## src/hw/rtl/zoom_position_to_field_of_view_defines.svh

```systemverilog
// Assertion macros for the zoom position to field of view block.
// Included by the top level only; no other dependencies.
`ifndef ZOOM_POSITION_TO_FIELD_OF_VIEW_DEFINES_SVH
`define ZOOM_POSITION_TO_FIELD_OF_VIEW_DEFINES_SVH

// Same-cycle implication, masked during reset.
`define ZPF_ASSERT_IMPL(lbl, clk, rstn, ante, cons) \
    lbl: assert property (@(posedge clk) disable iff (!(rstn)) (ante) |-> (cons)) \
        else $error("zpf assertion failed");

// Next-cycle implication, not masked by reset.
`define ZPF_ASSERT_NEXT(lbl, clk, ante, cons) \
    lbl: assert property (@(posedge clk) (ante) |=> (cons)) \
        else $error("zpf assertion failed");

`endif

```

## src/hw/rtl/zpf_pkg.sv

```systemverilog
// Shared constants, register map and arctangent table for the zoom block.
// No dependencies.
`timescale 1ns / 1ps
package zpf_pkg;

    localparam int POLY_W  = 46;
    localparam int FOCAL_W = 24;
    localparam int RATIO_W = 24;
    localparam int FOV_W   = 18;

    localparam logic [2:0] REG_SENSOR_WIDTH = 3'd0;
    localparam logic [2:0] REG_CONST_COEF   = 3'd1;
    localparam logic [2:0] REG_LIN_COEF     = 3'd2;
    localparam logic [2:0] REG_QUAD_COEF    = 3'd3;
    localparam logic [2:0] REG_REF_FOCAL    = 3'd4;
    localparam logic [2:0] REG_MAX_POSITION = 3'd5;

    // atan(2^-i) in units of 2^-30 rad
    function automatic logic [31:0] atan_val(input logic [4:0] idx);
        logic [31:0] r;
        case (idx)
            5'd0:  r = 32'h3243F6A8;
            5'd1:  r = 32'h1DAC6705;
            5'd2:  r = 32'h0FADBAFC;
            5'd3:  r = 32'h07F56EA6;
            5'd4:  r = 32'h03FEAB76;
            5'd5:  r = 32'h01FFD55B;
            5'd6:  r = 32'h00FFFAAA;
            5'd7:  r = 32'h007FFF55;
            5'd8:  r = 32'h003FFFEA;
            5'd9:  r = 32'h001FFFFD;
            5'd10: r = 32'h000FFFFF;
            5'd11: r = 32'h0007FFFF;
            5'd12: r = 32'h0003FFFF;
            5'd13: r = 32'h0001FFFF;
            5'd14: r = 32'h0000FFFF;
            5'd15: r = 32'h00007FFF;
            5'd16: r = 32'h00003FFF;
            5'd17: r = 32'h00001FFF;
            5'd18: r = 32'h00000FFF;
            5'd19: r = 32'h000007FF;
            5'd20: r = 32'h000003FF;
            5'd21: r = 32'h000001FF;
            5'd22: r = 32'h000000FF;
            5'd23: r = 32'h0000007F;
            5'd24: r = 32'h0000003F;
            5'd25: r = 32'h0000001F;
            5'd26: r = 32'h0000000F;
            5'd27: r = 32'h00000008;
            5'd28: r = 32'h00000004;
            5'd29: r = 32'h00000002;
            5'd30: r = 32'h00000001;
            default: r = 32'h00000000;
        endcase
        return r;
    endfunction

endpackage

```

## src/hw/rtl/zpf_poly.sv

```systemverilog
// Four-stage clamp and calibration polynomial.
// Depends on zpf_pkg.
`timescale 1ns / 1ps
module zpf_poly (
    input  logic                              aclk,
    input  logic                              aresetn,
    input  logic                              en,
    input  logic                              in_valid,
    input  logic [15:0]                       position,
    input  logic [15:0]                       max_position,
    input  logic signed [31:0]                const_coef,
    input  logic signed [31:0]                lin_coef,
    input  logic signed [31:0]                quad_coef,
    output logic                              out_valid,
    output logic signed [zpf_pkg::POLY_W-1:0] poly,
    output logic                              err
);
    import zpf_pkg::*;

    logic [3:0]               v_reg;
    logic [15:0]              p_reg;
    logic signed [47:0]       lin_prod_reg, lin_prod_next;
    logic [31:0]              pp_reg;
    logic signed [63:0]       quad_prod_reg, quad_prod_next;
    logic signed [37:0]       lin_sh_reg;
    logic signed [POLY_W-1:0] poly_reg, poly_next;
    logic                     err_reg;

    always_comb begin
        lin_prod_next  = lin_coef * $signed({1'b0, p_reg});
        quad_prod_next = quad_coef * $signed({1'b0, pp_reg});
        poly_next = POLY_W'(const_coef) + POLY_W'(lin_sh_reg)
                  + POLY_W'(quad_prod_reg >>> 20);
    end

    always_ff @(posedge aclk) begin
        if (!aresetn) begin
            v_reg <= '0;
        end else if (en) begin
            v_reg <= {v_reg[2:0], in_valid};
        end
        if (en) begin
            p_reg         <= (position > max_position) ? max_position : position;
            lin_prod_reg  <= lin_prod_next;
            pp_reg        <= p_reg * p_reg;
            quad_prod_reg <= quad_prod_next;
            lin_sh_reg    <= 38'(lin_prod_reg >>> 10);
            poly_reg      <= poly_next;
            err_reg       <= (poly_next <= 0);
        end
    end

    assign out_valid = v_reg[3];
    assign poly      = poly_reg;
    assign err       = err_reg;
endmodule

```

## config.mk

```make
export PLATFORM = sky130hd
export DESIGN_NAME = zpf_poly
export DESIGN_NICKNAME = d
export VERILOG_FILES = /design/src/hw/rtl/zoom_position_to_field_of_view_defines.svh /design/src/hw/rtl/zpf_pkg.sv /design/src/hw/rtl/zpf_poly.sv
export SDC_FILE = /design/constraint.sdc
export NUM_CORES = 2
export LEC_CHECK = 0
export ABC_AREA = 1
export ABC_CLOCK_PERIOD_IN_PS = 9220
export BUFFER_PORTS_ARGS = -buffer_cell sky130_fd_sc_hd__buf_2
export CAP_MARGIN = 20
export CORE_ASPECT_RATIO = 1.25
export CORE_MARGIN = 4
export CORE_UTILIZATION = 55
export DETAILED_ROUTE_END_ITERATION = 16
export PLACE_DENSITY_LB_ADDON = 0.25
export SYNTH_ARGS = -nofsm -noshare
export SYNTH_HDL_FRONTEND = slang
export SYNTH_SLANG_ARGS = --single-unit
```

## constraint.sdc

```tcl
create_clock -name aclk -period 9.22 [get_ports aclk]
set_input_delay 0.461 -clock aclk [delete_from_list [all_inputs] [get_ports aclk]]
set_output_delay 0.461 -clock aclk [all_outputs]
set_load 0.005 [all_outputs]
```

## After elaboration in Yosys (flattened, before gate mapping)

Cells that the tools add are included.

| word-level totals | value |
|---|---|
| flip-flop bits (word level) | 248 |
| output and inout port bits | 48 |
| word-level logic and storage cells | 16 |
| bits of input ports | 132 |

| cells by class | value |
|---|---|
| $add $sub $neg | 2 |
| mux-type cells | 1 |
| order comparisons | 2 |
| $mul | 3 |

Operator list:

| kind | count |
|---|---|
| 32-bit by 33-bit multiplier with 64-bit output | 1 |
| 32-bit by 17-bit multiplier with 48-bit output | 1 |
| 39-bit by 44-bit adder with 45-bit output | 1 |
| 45-bit by 1-bit <= comparator with 1-bit output, second input constant | 1 |
| 32-bit by 38-bit adder with 39-bit output | 1 |
| 16-bit by 16-bit multiplier with 32-bit output | 1 |
| 16-bit > comparator | 1 |
| 16-bit two-way mux | 1 |

## Logic depth before layout (Yosys ltp)

| logic depth | value |
|---|---|
| word-level depth | 3 |
| depth in mapped cells | 31 |

## Worst setup path before layout

No wires, ideal clock.

| timing path | value |
|---|---|
| path type | input to register |
| from | input port quad_coef[8] |
| to | register quad_prod_reg[55], data pin |
| path buffers | 1 |
| cell stages on the path | 25 |
| setup slack | 2578 ps |
| data required time | 8968 ps |
| library setup time | 252 ps |
| arrival time | 6390 ps |
| cells stage by stage | clkbuf_1 nand2_1 fa_1 inv_1 fa_1 inv_1 fa_1 inv_1 fa_1 fa_1 fa_1 fa_1 inv_1 fa_1 inv_1 ha_1 inv_1 o21ai_0 o21bai_1 a21oi_1 o21ai_0 a221oi_1 nand2_1 nand2_1 nand2_1 |

| between the ends | value |
|---|---|
| word-level cells in the longest chain between the ends | 1 |

Ends and longest elaborated chain:

| item | line | text |
|---|---|---|
| from (decl) | zpf_poly.sv:13 | `input logic signed [31:0] quad_coef,` |
| 32-bit by 33-bit multiplier with 64-bit output | zpf_poly.sv:31 | `quad_prod_next = quad_coef * $signed({1'b0, pp_reg});` |
| named net quad_prod_next[55] | zpf_poly.sv:24 | `logic signed [63:0] quad_prod_reg, quad_prod_next;` |
| to (signal assigned) | zpf_poly.sv:46 | `quad_prod_reg <= quad_prod_next;` |
| to (decl) | zpf_poly.sv:24 |  |

The timed path passes the listed nets, and every way through them passes these cells.
A chain may end at the register's enable or synchronous reset.

## Worst setup path in the final report

| timing path | value |
|---|---|
| from | register pp_reg[6] |
| to | register quad_prod_reg[39], data pin |

| between the ends | value |
|---|---|
| word-level cells in the longest chain between the ends | 1 |

Ends and longest elaborated chain:

| item | line | text |
|---|---|---|
| from (decl) | zpf_poly.sv:23 | `logic [31:0] pp_reg;` |
| from (signal assigned) | zpf_poly.sv:45 | `pp_reg <= p_reg * p_reg;` |
| 32-bit by 33-bit multiplier with 64-bit output | zpf_poly.sv:31 |  |
| named net quad_prod_next[39] | zpf_poly.sv:24 |  |

The timed path passes the listed nets, and every way through them passes these cells.

==> run metrics <==
Hold Path Cell Cnt 3; final wirelength 204,000 microns; Syn Inst Count 9,043; synth unique cells 46; CP startpoint kind flop; fin crit share between 80% and 90%; Vias/cell 5.22; TritonCTS buffer count 26; htree depth 1; WP data required 9650 ps; top-level I/O count 180; Die Ht 413 microns; core area about 130,000 sq um; achievable frequency around 0.12 GHz; clk buf depth 3; sequential area share after synthesis roughly 9.0%; number of flip-flops in the largest register 45; most common cell after layout, fill and taps aside inv_1; Mapped Area 72,300 sq um; Clock Latency Late Sink 600 ps; CP Class reg2reg; FILL cells 12,000; clk_skew approximately 18 ps; relative slew slack 23.1%; setup bufs post-CTS 0; Critical Path Max Stage Delay about 1000 ps; number of clock sinks seen by CTS about 220; max cap viols 0; total number of vias 56,000; Setup crit end kind flop; #FFs+latches synth approximately 220; row count roughly 150; Top Metal Used met5; Post-Syn Area per Cell 7.99 sq um; Placer Congestion 0.937; clock root buffer clkbuf_16; worst hold path class in2reg; Critical Path AT between 8000 and 9000 ps; most numerous cell on the critical path fa_1; Final ANT Viol Nets 0; First-pass DRT Iterations 6; Post-CTS Hold Buffers 0; Total GRT Usage 30.4%; initial antenna violation count 17; Max Fanout on Critical Path 18; Max Transition Viols Final 0; detailed-placement wirelength estimate about 170,000 microns; Worst path slowest cell edfxtp_1; met2 WL 105,000 microns; Reg clk slew, reported paths 60 ps; largest net degree at the start of global routing 113; Starting Density a little under three fifths; status complete, no violations; Final Net Count about 11,000; die width 332 microns; DRT met1 WL about 74,000 microns; DRT iter0 DRCs 3,544; Syn. warnings 0; Post-CTS Resized 0; DR DRC count 0; die area 137,000 sq um; R2R depth 26; Register Area approximately 6500 sq um; first-pass GRT wire length 326,000 microns; final setup fails 0; Area Growth Syn to Fin 4.46%; grt ovf 0; Final Hold Vio Count 0; commonest cells after routing, fill and taps aside 2,917 x inv_1, 2,272 x nand2_1, 1,572 x fa_1; min Tclk post-route roughly 8200 ps; vias in the first global route 61,200; buffers added on ports about 180; ratio of cells with drive above 1 in the final layout 4.16%; RSZ-0062 raised after global routing false; wire per inst 19.0 microns; area of the multi-input gates 53,600 sq um; TNS Setup 0 ps; routed wl met3 12,300 microns; worst slew pin tran 1150 ps; CTS tree done
-- critical path: cells and delay by family, from the launching register on --
kind	cells	cell delay (ps)
compound gates	2	650
simple gates	6	780
fa+ha+maj	9	4420
buf+inv	8	900
xor+xnor	1	210
flops	1	1020
-- final cells by class --
class | instances | share of cell area, %
multi-input combinational | 5577 | 71.0
inverter | 2925 | 14.5
sequential | 217 | 8.58
tap | 1725 | 2.86
timing repair buffer | 245 | 1.87
clock buffer | 29 | 0.877
clock inverter | 19 | 0.263
antenna | 5 | 0.0166
-- cells by family after synthesis --
kind of cell,count (synthesis),share of synthesized area (%)
other,2,0.0104
and+or+nand+nor,2820,15.4
DFF,217,8.96
xor gates and xnor gates,145,1.76
AOI/OAI and AO/OA,459,3.60
buffers and inverters,3262,16.9
adders and majority gates,2138,53.3
-- layer usage --
layer	vias up	global-route usage [%]
li1	25400	-
met1	28000	35.4
met2	2027	54.8
met3	646	3.56
met4	10	16.6
met5	-	0
-- synthesized netlist by cell type (all sizes together) --
master | number | area, sq um
a211oi | 2 | 15.0
a21boi | 9 | 75.1
a21o | 24 | 180
a21oi | 207 | 1040
a221oi | 6 | 52.6
a31o | 3 | 26.3
a31oi | 26 | 163
and2 | 3 | 21.3
and3 | 3 | 18.8
buf | 32 | 124
clkbuf | 305 | 1140
conb | 2 | 7.51
dfxtp | 4 | 80.1
edfxtp | 213 | 6400
fa | 1572 | 31500
ha | 566 | 7080
inv | 2925 | 11000
nand2 | 2293 | 8660
nand3 | 111 | 586
nand3b | 10 | 75.1
nand4 | 30 | 188
nor2 | 321 | 1300
nor3 | 26 | 135
nor4 | 7 | 43.8
o2111a | 1 | 11.3
o2111ai | 6 | 52.6
o211ai | 4 | 30.0
o21a | 11 | 82.6
o21ai | 131 | 656
o21bai | 26 | 195
o221ai | 1 | 8.76
o31ai | 2 | 15.0
or2 | 16 | 100
xnor2 | 62 | 543
xor2 | 83 | 727
-- metrics by stage --
stage | hold WS [ps] | setup WS [ps] | cells | instance area (sq um) | utilization, %
3_5_place_dp | 405 | 1170 | 10700 | 74600 | 57.2
6_report | 107 | 1070 | 10700 | 75500 | 57.9
5_1_grt | 114 | 881 | 10700 | 75500 | 57.9
4_1_cts | 70.6 | 1160 | 10700 | 75500 | 57.9
3_3_place_gp | 402 | 1120 | 10700 | 74600 | 57.2
2_1_floorplan | 400 | 2580 | 9056 | 72300 | -
-- path summary, 6_finish.rpt --
check	end	slack (ps)	from
min reg2reg	lin_sh_reg[33]	420	lin_prod_reg[43]
min	v_reg[0]	110	in_valid
max reg2reg	quad_prod_reg[39]	1070	pp_reg[6]
max	quad_prod_reg[39]	1070	pp_reg[6]
Power is left out: the tool's default activity adds up to more than one toggle a clock period on the data nets, which glitch-free logic cannot reach.
